**config.mk**
```make
export PLATFORM = sky130hd
export DESIGN_NAME = i2c_master_byte_engine
export DESIGN_NICKNAME = d
export VERILOG_FILES = /design/src/hdl/i2cm_pkg.sv /design/src/hdl/i2cm_front.sv /design/src/hdl/i2cm_engine.sv /design/src/hdl/i2c_master_byte_engine.sv
export SDC_FILE = /design/constraint.sdc
export NUM_CORES = 1
export LEC_CHECK = 0
export BUFFER_PORTS_ARGS = -buffer_cell sky130_fd_sc_hd__buf_2
export CAP_MARGIN = 5
export CORE_UTILIZATION = 60
export CTS_CLUSTER_DIAMETER = 150
export DETAILED_ROUTE_END_ITERATION = 7
export PLACE_DENSITY = 0.84
export SETUP_SLACK_MARGIN = 0.4
export SLEW_MARGIN = 20
export SYNTH_ARGS = -nofsm -noshare
export SYNTH_HDL_FRONTEND = slang
export SYNTH_HIERARCHICAL = 1
export SYNTH_SLANG_ARGS = --single-unit
```
**constraint.sdc**
```tcl
create_clock -name clk -period 15.45 [get_ports clk]
set_input_delay 2.3175 -clock clk [delete_from_list [all_inputs] [get_ports clk]]
set_output_delay 2.3175 -clock clk [all_outputs]
set_load 0.03 [all_outputs]
```
**src/hdl/i2cm_pkg.sv**
```systemverilog
`default_nettype none

package i2cm_pkg;

    // command codes carried in func
    localparam logic [2:0] FUNC_NONE  = 3'd0;
    localparam logic [2:0] FUNC_START = 3'd1;
    localparam logic [2:0] FUNC_STOP  = 3'd2;
    localparam logic [2:0] FUNC_WRITE = 3'd3;
    localparam logic [2:0] FUNC_READ  = 3'd4;

    // configuration register indexes
    localparam logic CFG_UNIT_TICKS  = 1'b0;
    localparam logic CFG_ACK_TIMEOUT = 1'b1;

    localparam logic [15:0] UNIT_TICKS_RESET  = 16'd1;
    localparam logic [7:0]  ACK_TIMEOUT_RESET = 8'd250;

    // delay lengths in units
    localparam logic [2:0] UNITS_LONG = 3'd4;
    localparam logic [2:0] UNITS_HALF = 3'd2;
    localparam logic [2:0] UNITS_ONE  = 3'd1;

    localparam logic [3:0] BITS_PER_BYTE = 4'd8;

    localparam int QUEUE_DEPTH_DEFAULT = 2;

    typedef struct packed {
        logic [2:0] func;
        logic [7:0] tx_byte;
        logic       send_ack;
        logic       sda_in;
    } in_item_t;

    typedef struct packed {
        logic       scl_out;
        logic       sda_out;
        logic       busy_res;
        logic       done_res;
        logic [7:0] rx_byte;
        logic       ack_failed;
        logic       refused;
    } out_item_t;

    // item as classified by the front end
    typedef struct packed {
        logic       cmd;
        logic [2:0] func;
        logic [7:0] tx_byte;
        logic       send_ack;
        logic       sda_in;
    } q_item_t;

endpackage

`default_nettype wire

```
**src/hdl/i2cm_front.sv**
```systemverilog
`default_nettype none

module i2cm_front #(
    parameter int QUEUE_DEPTH = i2cm_pkg::QUEUE_DEPTH_DEFAULT
) (
    input  wire                 clk,
    input  wire                 rst_n,
    input  wire                 in_valid,
    output logic                in_stall,
    input  i2cm_pkg::in_item_t  in_data,
    output logic                q_valid,
    output i2cm_pkg::q_item_t   q_item,
    input  wire                 q_pop
);
    import i2cm_pkg::*;

    localparam int PTR_W = (QUEUE_DEPTH > 1) ? $clog2(QUEUE_DEPTH) : 1;
    localparam int CNT_W = $clog2(QUEUE_DEPTH + 1);
    localparam logic [PTR_W-1:0] LAST_PTR = PTR_W'(QUEUE_DEPTH - 1);
    localparam logic [CNT_W-1:0] FULL_CNT = CNT_W'(QUEUE_DEPTH);

    q_item_t          entry_reg [QUEUE_DEPTH];
    logic [PTR_W-1:0] wr_ptr_reg, wr_ptr_next;
    logic [PTR_W-1:0] rd_ptr_reg, rd_ptr_next;
    logic [CNT_W-1:0] count_reg, count_next;
    q_item_t          classified;
    logic             push;
    logic             pop;

    // tag real commands so the back end only needs one bit
    always_comb
    begin
        classified.cmd      = in_data.func inside {[FUNC_START:FUNC_READ]};
        classified.func     = in_data.func;
        classified.tx_byte  = in_data.tx_byte;
        classified.send_ack = in_data.send_ack;
        classified.sda_in   = in_data.sda_in;
    end

    assign in_stall = (count_reg == FULL_CNT);
    assign push     = in_valid && !in_stall;
    assign q_valid  = (count_reg != '0);
    assign pop      = q_pop && q_valid;
    assign q_item   = entry_reg[rd_ptr_reg];

    always_comb
    begin
        wr_ptr_next = wr_ptr_reg;
        rd_ptr_next = rd_ptr_reg;
        count_next  = count_reg;
        if (push)
        begin
            wr_ptr_next = (wr_ptr_reg == LAST_PTR) ? '0 : wr_ptr_reg + 1'b1;
        end
        if (pop)
        begin
            rd_ptr_next = (rd_ptr_reg == LAST_PTR) ? '0 : rd_ptr_reg + 1'b1;
        end
        if (push && !pop)
        begin
            count_next = count_reg + 1'b1;
        end
        else if (pop && !push)
        begin
            count_next = count_reg - 1'b1;
        end
    end

    always_ff @(posedge clk or negedge rst_n)
    begin
        if (!rst_n)
        begin
            wr_ptr_reg <= '0;
            rd_ptr_reg <= '0;
            count_reg  <= '0;
        end
        else
        begin
            wr_ptr_reg <= wr_ptr_next;
            rd_ptr_reg <= rd_ptr_next;
            count_reg  <= count_next;
        end
    end

    always_ff @(posedge clk)
    begin
        if (push)
        begin
            entry_reg[wr_ptr_reg] <= classified;
        end
    end

endmodule

`default_nettype wire

```
**src/hdl/i2cm_engine.sv**
```systemverilog
`default_nettype none

module i2cm_engine (
    input  wire                 clk,
    input  wire                 rst_n,
    input  wire                 cfg_we,
    input  wire                 cfg_index,
    input  wire  [15:0]         cfg_data,
    input  wire                 q_valid,
    input  i2cm_pkg::q_item_t   q_item,
    output logic                q_pop,
    output logic                out_valid,
    input  wire                 out_stall,
    output i2cm_pkg::out_item_t out_data
);
    import i2cm_pkg::*;

    typedef enum logic [14:0] {
        PH_IDLE     = 15'b000000000000001,
        PH_ST_A     = 15'b000000000000010,
        PH_ST_B     = 15'b000000000000100,
        PH_SP_A     = 15'b000000000001000,
        PH_SP_B     = 15'b000000000010000,
        PH_WR_SETUP = 15'b000000000100000,
        PH_WR_HIGH  = 15'b000000001000000,
        PH_WR_LOW   = 15'b000000010000000,
        PH_WA_REL   = 15'b000000100000000,
        PH_WA_HIGH  = 15'b000001000000000,
        PH_WA_POLL  = 15'b000010000000000,
        PH_RD_LOW   = 15'b000100000000000,
        PH_RD_HIGH  = 15'b001000000000000,
        PH_AK_A     = 15'b010000000000000,
        PH_AK_B     = 15'b100000000000000
    } phase_t;

    logic [15:0] unit_ticks_reg;
    logic [7:0]  ack_timeout_reg;

    phase_t      phase_reg, phase_next;
    logic [3:0]  bit_index_reg, bit_index_next;
    logic [7:0]  shift_reg, shift_next;
    logic [15:0] delay_count_reg, delay_count_next;
    logic [7:0]  poll_count_reg, poll_count_next;
    logic        scl_level_reg, scl_level_next;
    logic        sda_level_reg, sda_level_next;
    logic        ack_choice_reg, ack_choice_next;
    logic        fail_flag_reg, fail_flag_next;
    logic [2:0]  units_left_reg, units_left_next;
    logic [7:0]  rx_hold_reg, rx_hold_next;

    logic        out_valid_reg, out_valid_next;
    out_item_t   out_data_reg, out_data_next;

    logic        step;
    logic        fin;
    logic        refused;
    logic        do_poll;
    logic [7:0]  poll_base;
    logic [15:0] unit;
    logic [15:0] dc_inc;
    logic [2:0]  units_dec;
    logic [3:0]  bi_inc;

    assign step      = q_valid && (!out_valid_reg || !out_stall);
    assign q_pop     = step;
    assign out_valid = out_valid_reg;
    assign out_data  = out_data_reg;

    assign unit   = (unit_ticks_reg == '0) ? 16'd1 : unit_ticks_reg;
    assign dc_inc = delay_count_reg + 16'd1;
    assign bi_inc = bit_index_reg + 4'd1;

    always_comb
    begin
        phase_next       = phase_reg;
        bit_index_next   = bit_index_reg;
        shift_next       = shift_reg;
        delay_count_next = delay_count_reg;
        poll_count_next  = poll_count_reg;
        scl_level_next   = scl_level_reg;
        sda_level_next   = sda_level_reg;
        ack_choice_next  = ack_choice_reg;
        fail_flag_next   = fail_flag_reg;
        units_left_next  = units_left_reg;
        rx_hold_next     = rx_hold_reg;
        fin              = 1'b0;
        refused          = 1'b0;
        do_poll          = 1'b0;
        poll_base        = poll_count_reg;
        units_dec        = (units_left_reg != '0) ? units_left_reg - 3'd1 : 3'd0;

        if (step)
        begin
            if (phase_reg == PH_IDLE)
            begin
                if (q_item.cmd)
                begin
                    fail_flag_next   = 1'b0;
                    delay_count_next = '0;
                    case (q_item.func)
                        FUNC_START:
                        begin
                            scl_level_next  = 1'b1;
                            sda_level_next  = 1'b1;
                            units_left_next = UNITS_LONG;
                            phase_next      = PH_ST_A;
                        end
                        FUNC_STOP:
                        begin
                            scl_level_next  = 1'b0;
                            sda_level_next  = 1'b0;
                            units_left_next = UNITS_LONG;
                            phase_next      = PH_SP_A;
                        end
                        FUNC_WRITE:
                        begin
                            shift_next      = q_item.tx_byte;
                            bit_index_next  = '0;
                            scl_level_next  = 1'b0;
                            sda_level_next  = q_item.tx_byte[7];
                            units_left_next = UNITS_HALF;
                            phase_next      = PH_WR_SETUP;
                        end
                        default:
                        begin
                            ack_choice_next = q_item.send_ack;
                            shift_next      = '0;
                            bit_index_next  = '0;
                            scl_level_next  = 1'b0;
                            sda_level_next  = 1'b1;
                            units_left_next = UNITS_HALF;
                            phase_next      = PH_RD_LOW;
                        end
                    endcase
                end
            end
            else
            begin
                refused = q_item.cmd;
                if (phase_reg == PH_WA_POLL)
                begin
                    do_poll = 1'b1;
                end
                else if (dc_inc >= unit)
                begin
                    delay_count_next = '0;
                    units_left_next  = units_dec;
                    if (units_dec == '0)
                    begin
                        case (phase_reg)
                            PH_ST_A:
                            begin
                                sda_level_next  = 1'b0;
                                units_left_next = UNITS_LONG;
                                phase_next      = PH_ST_B;
                            end
                            PH_ST_B:
                            begin
                                scl_level_next = 1'b0;
                                phase_next     = PH_IDLE;
                                fin            = 1'b1;
                            end
                            PH_SP_A:
                            begin
                                scl_level_next  = 1'b1;
                                sda_level_next  = 1'b1;
                                units_left_next = UNITS_LONG;
                                phase_next      = PH_SP_B;
                            end
                            PH_SP_B:
                            begin
                                phase_next = PH_IDLE;
                                fin        = 1'b1;
                            end
                            PH_WR_SETUP:
                            begin
                                scl_level_next  = 1'b1;
                                units_left_next = UNITS_HALF;
                                phase_next      = PH_WR_HIGH;
                            end
                            PH_WR_HIGH:
                            begin
                                scl_level_next  = 1'b0;
                                units_left_next = UNITS_HALF;
                                phase_next      = PH_WR_LOW;
                            end
                            PH_WR_LOW:
                            begin
                                bit_index_next = bi_inc;
                                if (bi_inc < BITS_PER_BYTE)
                                begin
                                    shift_next      = {shift_reg[6:0], 1'b0};
                                    sda_level_next  = shift_reg[6];
                                    units_left_next = UNITS_HALF;
                                    phase_next      = PH_WR_SETUP;
                                end
                                else
                                begin
                                    // release sda for the slave acknowledge
                                    sda_level_next  = 1'b1;
                                    units_left_next = UNITS_ONE;
                                    phase_next      = PH_WA_REL;
                                end
                            end
                            PH_WA_REL:
                            begin
                                scl_level_next  = 1'b1;
                                units_left_next = UNITS_ONE;
                                phase_next      = PH_WA_HIGH;
                            end
                            PH_WA_HIGH:
                            begin
                                poll_base = '0;
                                do_poll   = 1'b1;
                            end
                            PH_RD_LOW:
                            begin
                                scl_level_next  = 1'b1;
                                shift_next      = {shift_reg[6:0], q_item.sda_in};
                                units_left_next = UNITS_ONE;
                                phase_next      = PH_RD_HIGH;
                            end
                            PH_RD_HIGH:
                            begin
                                bit_index_next = bi_inc;
                                scl_level_next = 1'b0;
                                units_left_next = UNITS_HALF;
                                if (bi_inc < BITS_PER_BYTE)
                                begin
                                    phase_next = PH_RD_LOW;
                                end
                                else
                                begin
                                    rx_hold_next   = shift_reg;
                                    sda_level_next = !ack_choice_reg;
                                    phase_next     = PH_AK_A;
                                end
                            end
                            PH_AK_A:
                            begin
                                scl_level_next  = 1'b1;
                                units_left_next = UNITS_HALF;
                                phase_next      = PH_AK_B;
                            end
                            PH_AK_B:
                            begin
                                scl_level_next = 1'b0;
                                phase_next     = PH_IDLE;
                                fin            = 1'b1;
                            end
                            default:
                            begin
                                phase_next = PH_IDLE;
                            end
                        endcase
                    end
                end
                else
                begin
                    delay_count_next = dc_inc;
                end
            end

            // acknowledge poll, shared by the first sample and the retries
            if (do_poll)
            begin
                poll_count_next = poll_base;
                if (!q_item.sda_in)
                begin
                    scl_level_next = 1'b0;
                    phase_next     = PH_IDLE;
                    fin            = 1'b1;
                end
                else if (poll_base >= ack_timeout_reg)
                begin
                    fail_flag_next   = 1'b1;
                    scl_level_next   = 1'b0;
                    sda_level_next   = 1'b0;
                    delay_count_next = '0;
                    units_left_next  = UNITS_LONG;
                    phase_next       = PH_SP_A;
                end
                else
                begin
                    poll_count_next = poll_base + 8'd1;
                    phase_next      = PH_WA_POLL;
                end
            end
        end
    end

    always_comb
    begin
        out_valid_next = out_valid_reg && out_stall;
        out_data_next  = out_data_reg;
        if (step)
        begin
            out_valid_next           = 1'b1;
            out_data_next.scl_out    = scl_level_next;
            out_data_next.sda_out    = sda_level_next;
            out_data_next.busy_res   = (phase_next != PH_IDLE);
            out_data_next.done_res   = fin;
            out_data_next.rx_byte    = rx_hold_next;
            out_data_next.ack_failed = fin && fail_flag_next;
            out_data_next.refused    = refused;
        end
    end

    always_ff @(posedge clk or negedge rst_n)
    begin
        if (!rst_n)
        begin
            unit_ticks_reg  <= UNIT_TICKS_RESET;
            ack_timeout_reg <= ACK_TIMEOUT_RESET;
            phase_reg       <= PH_IDLE;
            bit_index_reg   <= '0;
            shift_reg       <= '0;
            delay_count_reg <= '0;
            poll_count_reg  <= '0;
            scl_level_reg   <= 1'b1;
            sda_level_reg   <= 1'b1;
            ack_choice_reg  <= 1'b0;
            fail_flag_reg   <= 1'b0;
            units_left_reg  <= '0;
            rx_hold_reg     <= '0;
            out_valid_reg   <= 1'b0;
        end
        else
        begin
            if (cfg_we)
            begin
                case (cfg_index)
                    CFG_UNIT_TICKS:  unit_ticks_reg  <= cfg_data;
                    CFG_ACK_TIMEOUT: ack_timeout_reg <= cfg_data[7:0];
                    default:         unit_ticks_reg  <= unit_ticks_reg;
                endcase
            end
            phase_reg       <= phase_next;
            bit_index_reg   <= bit_index_next;
            shift_reg       <= shift_next;
            delay_count_reg <= delay_count_next;
            poll_count_reg  <= poll_count_next;
            scl_level_reg   <= scl_level_next;
            sda_level_reg   <= sda_level_next;
            ack_choice_reg  <= ack_choice_next;
            fail_flag_reg   <= fail_flag_next;
            units_left_reg  <= units_left_next;
            rx_hold_reg     <= rx_hold_next;
            out_valid_reg   <= out_valid_next;
        end
    end

    always_ff @(posedge clk)
    begin
        out_data_reg <= out_data_next;
    end

endmodule

`default_nettype wire

```
**src/hdl/i2c_master_byte_engine.sv**
```systemverilog
// an accepted transaction is written into the input queue, and its result into the
// output register when the line engine steps on it; out_stall can delay that step
// throughput: one transaction per cycle, unless out_stall holds the line engine
// reset: asynchronous, active low; scl and sda levels released (out_data not reset), engine idle, queue empty,
// unit_ticks 1 and ack_timeout 250
`default_nettype none

module i2c_master_byte_engine #(
    parameter int QUEUE_DEPTH = i2cm_pkg::QUEUE_DEPTH_DEFAULT
) (
    input  wire                 clk,
    input  wire                 rst_n,
    input  wire                 cfg_we,
    input  wire                 cfg_index,
    input  wire  [15:0]         cfg_data,
    input  wire                 in_valid,
    output logic                in_stall,
    input  i2cm_pkg::in_item_t  in_data,
    output logic                out_valid,
    input  wire                 out_stall,
    output i2cm_pkg::out_item_t out_data
);
    import i2cm_pkg::*;

    logic    q_valid;
    logic    q_pop;
    q_item_t q_item;

    i2cm_front #(
        .QUEUE_DEPTH (QUEUE_DEPTH)
    ) u_front (
        .clk      (clk),
        .rst_n    (rst_n),
        .in_valid (in_valid),
        .in_stall (in_stall),
        .in_data  (in_data),
        .q_valid  (q_valid),
        .q_item   (q_item),
        .q_pop    (q_pop)
    );

    i2cm_engine u_engine (
        .clk       (clk),
        .rst_n     (rst_n),
        .cfg_we    (cfg_we),
        .cfg_index (cfg_index),
        .cfg_data  (cfg_data),
        .q_valid   (q_valid),
        .q_item    (q_item),
        .q_pop     (q_pop),
        .out_valid (out_valid),
        .out_stall (out_stall),
        .out_data  (out_data)
    );

endmodule

`default_nettype wire
```
---- Yosys cells after proc, flatten, opt, wreduce, memory -nomap -nowiden ----
Memories as Yosys holds them, arrays and structs flattened.
Cells that the tools add are included.
W data, S select, Z words.
word-level totals
  flip-flop bits (word level) ............. 109
  latch bits .............................. 0
  memory bits (writable) .................. 28
  bits in read-only memories .............. 0
  bits of input ports ..................... 35
  memories kept ........................... 1
cells by class
  add/sub/neg operators ................... 8
  multipliers ............................. 0
  div/mod/pow operators ................... 0
  order comparisons ....................... 5
  eq/ne operators ......................... 24
  shift-type cells ........................ 0
  multiplexer cells ....................... 114
  bitwise gates (word level) .............. 2
  reductions and logical operators ........ 39
memory list
  memory             depth  bits a word  rd ports  clocked after Yosys merged registers in  write ports  RTL line          RTL
  u_front.entry_reg  2      14           1         0                                        1            i2cm_front.sv:22  q_item_t entry_reg [QUEUE_DEPTH];
operators with widths
  operator                 number
  $mux W8                  21
  $pmux W15 S10            1
  $mux W16                 8
  $mux W15                 8
  $mux W1                  46
  $pmux W12 S3             1
  $pmux W8 S2              2
  $mux W3                  10
  $mux W4                  7
  $add A16 B1 Y16 const B  1
  $ge A16 B16 Y1           1
  $logic_not A16 Y1        1
  $eq A15 B1 Y1 const B    1
  $eq A15 B10 Y1 const B   1
  $eq A15 B11 Y1 const B   1
  $eq A15 B12 Y1 const B   1
  $eq A15 B13 Y1 const B   1
  $eq A15 B14 Y1 const B   1
  $eq A15 B15 Y1 const B   1
  $eq A15 B2 Y1 const B    1
  $eq A15 B3 Y1 const B    1
  $eq A15 B4 Y1 const B    1
  $eq A15 B5 Y1 const B    1
  $eq A15 B6 Y1 const B    1
  42 further kinds         73

---- Logic depth before layout (Yosys ltp) ----
  depth after elaboration ................. 14
  mapped depth ............................ 30

---- By module ----
The synthesis kept the hierarchy.
by module, submodules not included
  module       instances  cells each  area an instance (um^2)  seq. area each (um^2)
  i2cm_engine  1          681         6297.3                   2710.1
  i2cm_front   1          65          1276.2                   940.9

---- Least setup slack after synthesis ----
OpenSTA, ideal clock, no wires.
  path type ............................... register to register
  start point ............................. reg u_engine.delay_count_reg[0]
  end point ............................... reg u_engine.poll_count_reg[7]
  setup time .............................. 0.080 ns
  arrival ................................. 5.579 ns
  required time ........................... 15.370 ns
  setup slack ............................. 9.791 ns
  cell stages (with the launch flop) ...... 29
  buffers on the path ..................... 4
  path through ............................ dfrtp_1 ha_1 and3_1 and3_1 and3_1 clkbuf_1 nand3_1 xnor2_1 ha_1 a21o_1 a21o_1 a2111o_1 or3_1 buf_6 and2_4 buf_6 nand2_2 buf_2 nand2_1 ha_1 nand2b_1 a2111oi_0 o21ai_0 a21oi_1 and2_1 nor3b_2 nand2_1 nor4_2 xnor2_1
between the ends
  cells in the longest elaborated chain, start to end .. 9
  elaborated cells between the ends (all ways) .. 15
ends and longest elaborated chain
  item                                                  RTL line                                RTL
  start, declared                                       i2cm_engine.sv:42                       logic [15:0] delay_count_reg, delay_count_next;
  start signal, assigned                                i2cm_engine.sv:341                      delay_count_reg <= delay_count_next;
  $add A16 B1 Y16 *                                     i2cm_engine.sv:70                       assign dc_inc = delay_count_reg + 16'd1;
  $ge A16 B16 Y1 *                                      i2cm_engine.sv:144                      else if (dc_inc >= unit)
  $mux W8                                               i2cm_engine.sv:144
  $mux W8                                               i2cm_engine.sv:140                      if (phase_reg == PH_WA_POLL)
  $mux W8                                               i2cm_engine.sv:94                       if (phase_reg == PH_IDLE)
  $mux W8                                               i2cm_engine.sv:92                       if (step)
  $add A8 B1 Y8 / $ge A8 B8 Y1 (equally long branches)  i2cm_engine.sv:285, i2cm_engine.sv:274
  $mux W8                                               i2cm_engine.sv:274                      else if (poll_base >= ack_timeout_reg)
  $mux W8                                               i2cm_engine.sv:268                      if (!q_item.sda_in)
  end signal, assigned                                  i2cm_engine.sv:342                      poll_count_reg <= poll_count_next;
  end, declared                                         i2cm_engine.sv:43                       logic [7:0] poll_count_reg, poll_count_next;
Every way passes the cells marked *; elsewhere a longest branch is shown, timed or not. The select of a mux whose other input is x is not followed.
A chain may end at the register's enable or synchronous reset.

---- Final worst setup path ----
Ends and elaborated chain as after synthesis.

==> flow_metrics.py <==
metrics = {
    "clock_network": {
        "cts-htree-levels": 4,
        "clk_latency_ns": 0.42,
        "cts_root_buf": "clkbuf_16",
        "cts_setup_buffers": 0,
        "ctsResizeCount": 0,
        "cts_hold_buf": 0,
        "cts_tree": "built",
        "clock-sinks": 137,
        "cts_made_buffers": 17,
        "ctsLongestPathBuffers": 2,
        "cts.reportedPaths.clkPinSlew_ns": 0.06,
    },
    "setup_path": {
        "cp_cell_sequence": "ha_1 > and3_1 > and3_1 > and3_1 > nand2_1 > nor2_1 > xnor2_1 > ha_1 > a21o_1 > a2111o_1 > or3_1 > and2_4 > nand2_2 > nand2_1 > ha_1 > nand2b_1 > a2111oi_0 > o21ai_0 > a21oi_1 > and2_1 > nor3b_2 > nand2_1 > nor4_2 > xnor2_1",
        "endpoint_kind": "flip-flop",
        "cpPeakStageDelay_ns": 0.53,
        "path_depth": 24,
        "start_kind": "flip-flop",
        "r2r_setup_slack_ns": 9.30,
        "reg2reg_depth": 24,
        "cp_data_required_time_ns": 15.79,
        "crit_start": "u_engine/delay_count_reg[0]$_DFFE_PN0P_",
        "crit_buf_inv": 0,
        "timing.rr.end": "u_engine/poll_count_reg[7]$_DFFE_PN0P_",
        "crit_path_top_delay_cell": "or3_1",
        "cp.arrival_ns": 6.50,
        "critPathKind": "reg2reg",
        "crit_end": "u_engine/poll_count_reg[7]$_DFFE_PN0P_",
        "cp_max_fo": 12,
        "rr_startpoint": "u_engine/delay_count_reg[0]$_DFFE_PN0P_",
        "critPathTopFamily": "simple AND/OR/NAND/NOR gates",
    },
    "placement": {
        "dpl.cell_count": 934,
        "dp_hpwl_um": 12600,
        "gp_congestion": 0.923,
        "place_area_sq_um": 7860,
        "io_buffers": 50,
        "place_ws_ns": 9.38,
    },
    "min_path": {
        "worst_hold_path_type": "reg2reg",
    },
    "sta": {
        "period_needed_ns": 6.15,
        "final_hold_viol_count": 0,
        "whs_ns": 0.489,
        "setup_viol": 0,
        "relSlewSlack_pct": 43.4,
        "slew_viol_final": 0,
        "fin_crit_sh_pct": 39.8,
        "skew_ns": 0.00575,
        "setup_ws_ns": 9.30,
        "setup_tns_ns": 0,
        "fmax_ghz": 0.163,
        "tightest_slew_ns": 0.842,
        "rsz0062_at_grt": "no",
    },
    "synthesis": {
        "syn_nets": 811,
        "syn_area_per_cell_sq_um": 10.2,
        "synth_top_area_share_pct": 28.1,
        "synth_cell_types": 73,
        "syn_inst": 746,
        "synth-seq-cells": 137,
        "synth-main-ff-cell": "dfrtp_1",
        "synth-edff-count": 42,
        "async_reset_ff_share_pct": 69.3,
        "yosysSeqAreaShare_pct": 48.2,
        "ys_warn_count": 6,
        "syn_area_sq_um": 7570,
        "synth_area_leaders": "dfrtp_1, edfxtp_1, nand2_1",
        "yosys.area.top_type": "dfrtp_1",
    },
    "floorplan": {
        "die_x_um": 114,
        "die_h_um": 114,
        "io_pins": 51,
        "core_sq_um": 12200,
        "rows": 40,
        "die_area_sq_um": 13100,
        "initial_core_util_pct": 62.3,
    },
    "pwr": {
        "p_leak_nw": 3.90,
        "p_int_uw": 817,
        "p_clk_share_pct": 31.3,
        "p_sw_share_pct": 35.7,
        "seqPwrFrac_pct": 38.8,
        "total_power_mw": 1.27,
        "pwr-share-comb_pct": 29.8,
        "p_per_area_nw_per_um2": 150,
        "ir_drop_mv": 0.181,
        "p_sw_uw": 453,
    },
    "cells_and_area": {
        "post-route-util_pct": 69.4,
        "final_cells": 966,
        "drive_above_1_share_pct": 19.8,
        "final_cell_mix": "nand2_1, dfrtp_1, o21ai_0",
        "nets": 850,
        "n_antenna_cell": 0,
        "largest_reg_flops": 28,
        "final_design_area_no_fill_sq_um": 8440,
        "layout_commonest_cell": "nand2_1",
        "area_growth_pct": 11.4,
    },
    "drt": {
        "drc_errors": 0,
        "wl_per_cell_um": 18.4,
        "drt_iter0_drc": 636,
        "dr.pass1.iters": 5,
        "via_per_inst": 6.07,
        "wl_um": 17800,
        "vias": 5864,
        "ant_nets": 0,
    },
    "global_route": {
        "grt_overflow": 0,
        "grt_usage_pct": 29.2,
        "antenna_found_initial": 0,
        "grt_max_degree": 49,
        "grt_pass1_wl_um": 28900,
        "first_global_vias": 5826,
    },
    "run_status": {
        "status": "completed",
    },
    "run": {
        "cap_violations": 0,
    },
}
-- logic make-up after synthesis --
kind of cell / count (synthesis) / synth area share, %
AOI/OAI and AO/OA: 131 / 11.4
xor gates and xnor gates: 36 / 4.16
adders and majority gates: 30 / 4.96
buffers and inverters: 69 / 4.44
DFF: 137 / 48.2
muxes: 40 / 6.79
and+or+nand+nor: 303 / 20.1
-- power by group through the flow --
stage / Sequential, mW / Clock, mW / Combinational (mW)
after floorplan: 0.498 / 0 / 0.272
after global routing: 0.499 / 0.418 / 0.413
after detailed placement: 0.497 / 0 / 0.366
final: 0.493 / 0.398 / 0.379
after CTS: 0.492 / 0.403 / 0.374
after global placement: 0.494 / 0 / 0.356
-- cells in the mapped netlist, types with 13 or more instances --
library cell and count:
nor3_1 16, dfrtp_1 85, xor2_1 14, edfxtp_1 42, xnor2_1 22, nand3_1 30, ha_1 30, nand2b_1 19
mux2_4 17, nand2_1 114, inv_1 36, nor2_1 46, mux2_2 23, a21oi_1 23, clkbuf_1 13, and2_1 15
o21ai_0 52
-- how the worst min path moves through the flow --
stage | startpoint | end | cells after the start
2_1_floorplan | u_engine/fail_flag_reg$_DFF_PN0_ | u_engine/fail_flag_reg$_DFF_PN0_ | 2
6_report | u_engine/delay_count_reg[14]$_DFFE_PN0P_ | u_engine/delay_count_reg[14]$_DFFE_PN0P_ | 2
3_3_place_gp | u_engine/fail_flag_reg$_DFF_PN0_ | u_engine/fail_flag_reg$_DFF_PN0_ | 2
3_5_place_dp | u_engine/fail_flag_reg$_DFF_PN0_ | u_engine/fail_flag_reg$_DFF_PN0_ | 2
5_1_grt | u_engine/bit_index_reg[2]$_DFFE_PN0P_ | u_engine/bit_index_reg[2]$_DFFE_PN0P_ | 1
4_1_cts | u_engine/bit_index_reg[2]$_DFFE_PN0P_ | u_engine/bit_index_reg[2]$_DFFE_PN0P_ | 1
-- area by class of cell --
class	instances	area [sq um]
clock buffer	19	433
clock inverter	13	144
fill	890	3720
inverter	36	135
multi-input combinational	540	3590
sequential	137	3650
tap	168	210
timing repair buffer	53	275
-- metal layers --
metal | global-route usage, % | wire length, um | up-vias
met5 | 0 | 0 | -
met4 | 12.6 | 576 | 0
met3 | 5.77 | 1020 | 63
met2 | 49.5 | 8700 | 240
met1 | 36.6 | 7480 | 2852
li1 | - | - | 2709
-- worst min-delay path, delay by kind of cell, from the launching register on --
kind / cells / cell delay (ns)
DFF: 1 / 0.35
and+or+nand+nor: 2 / 0.12
(Power assumes the default switching activity.)
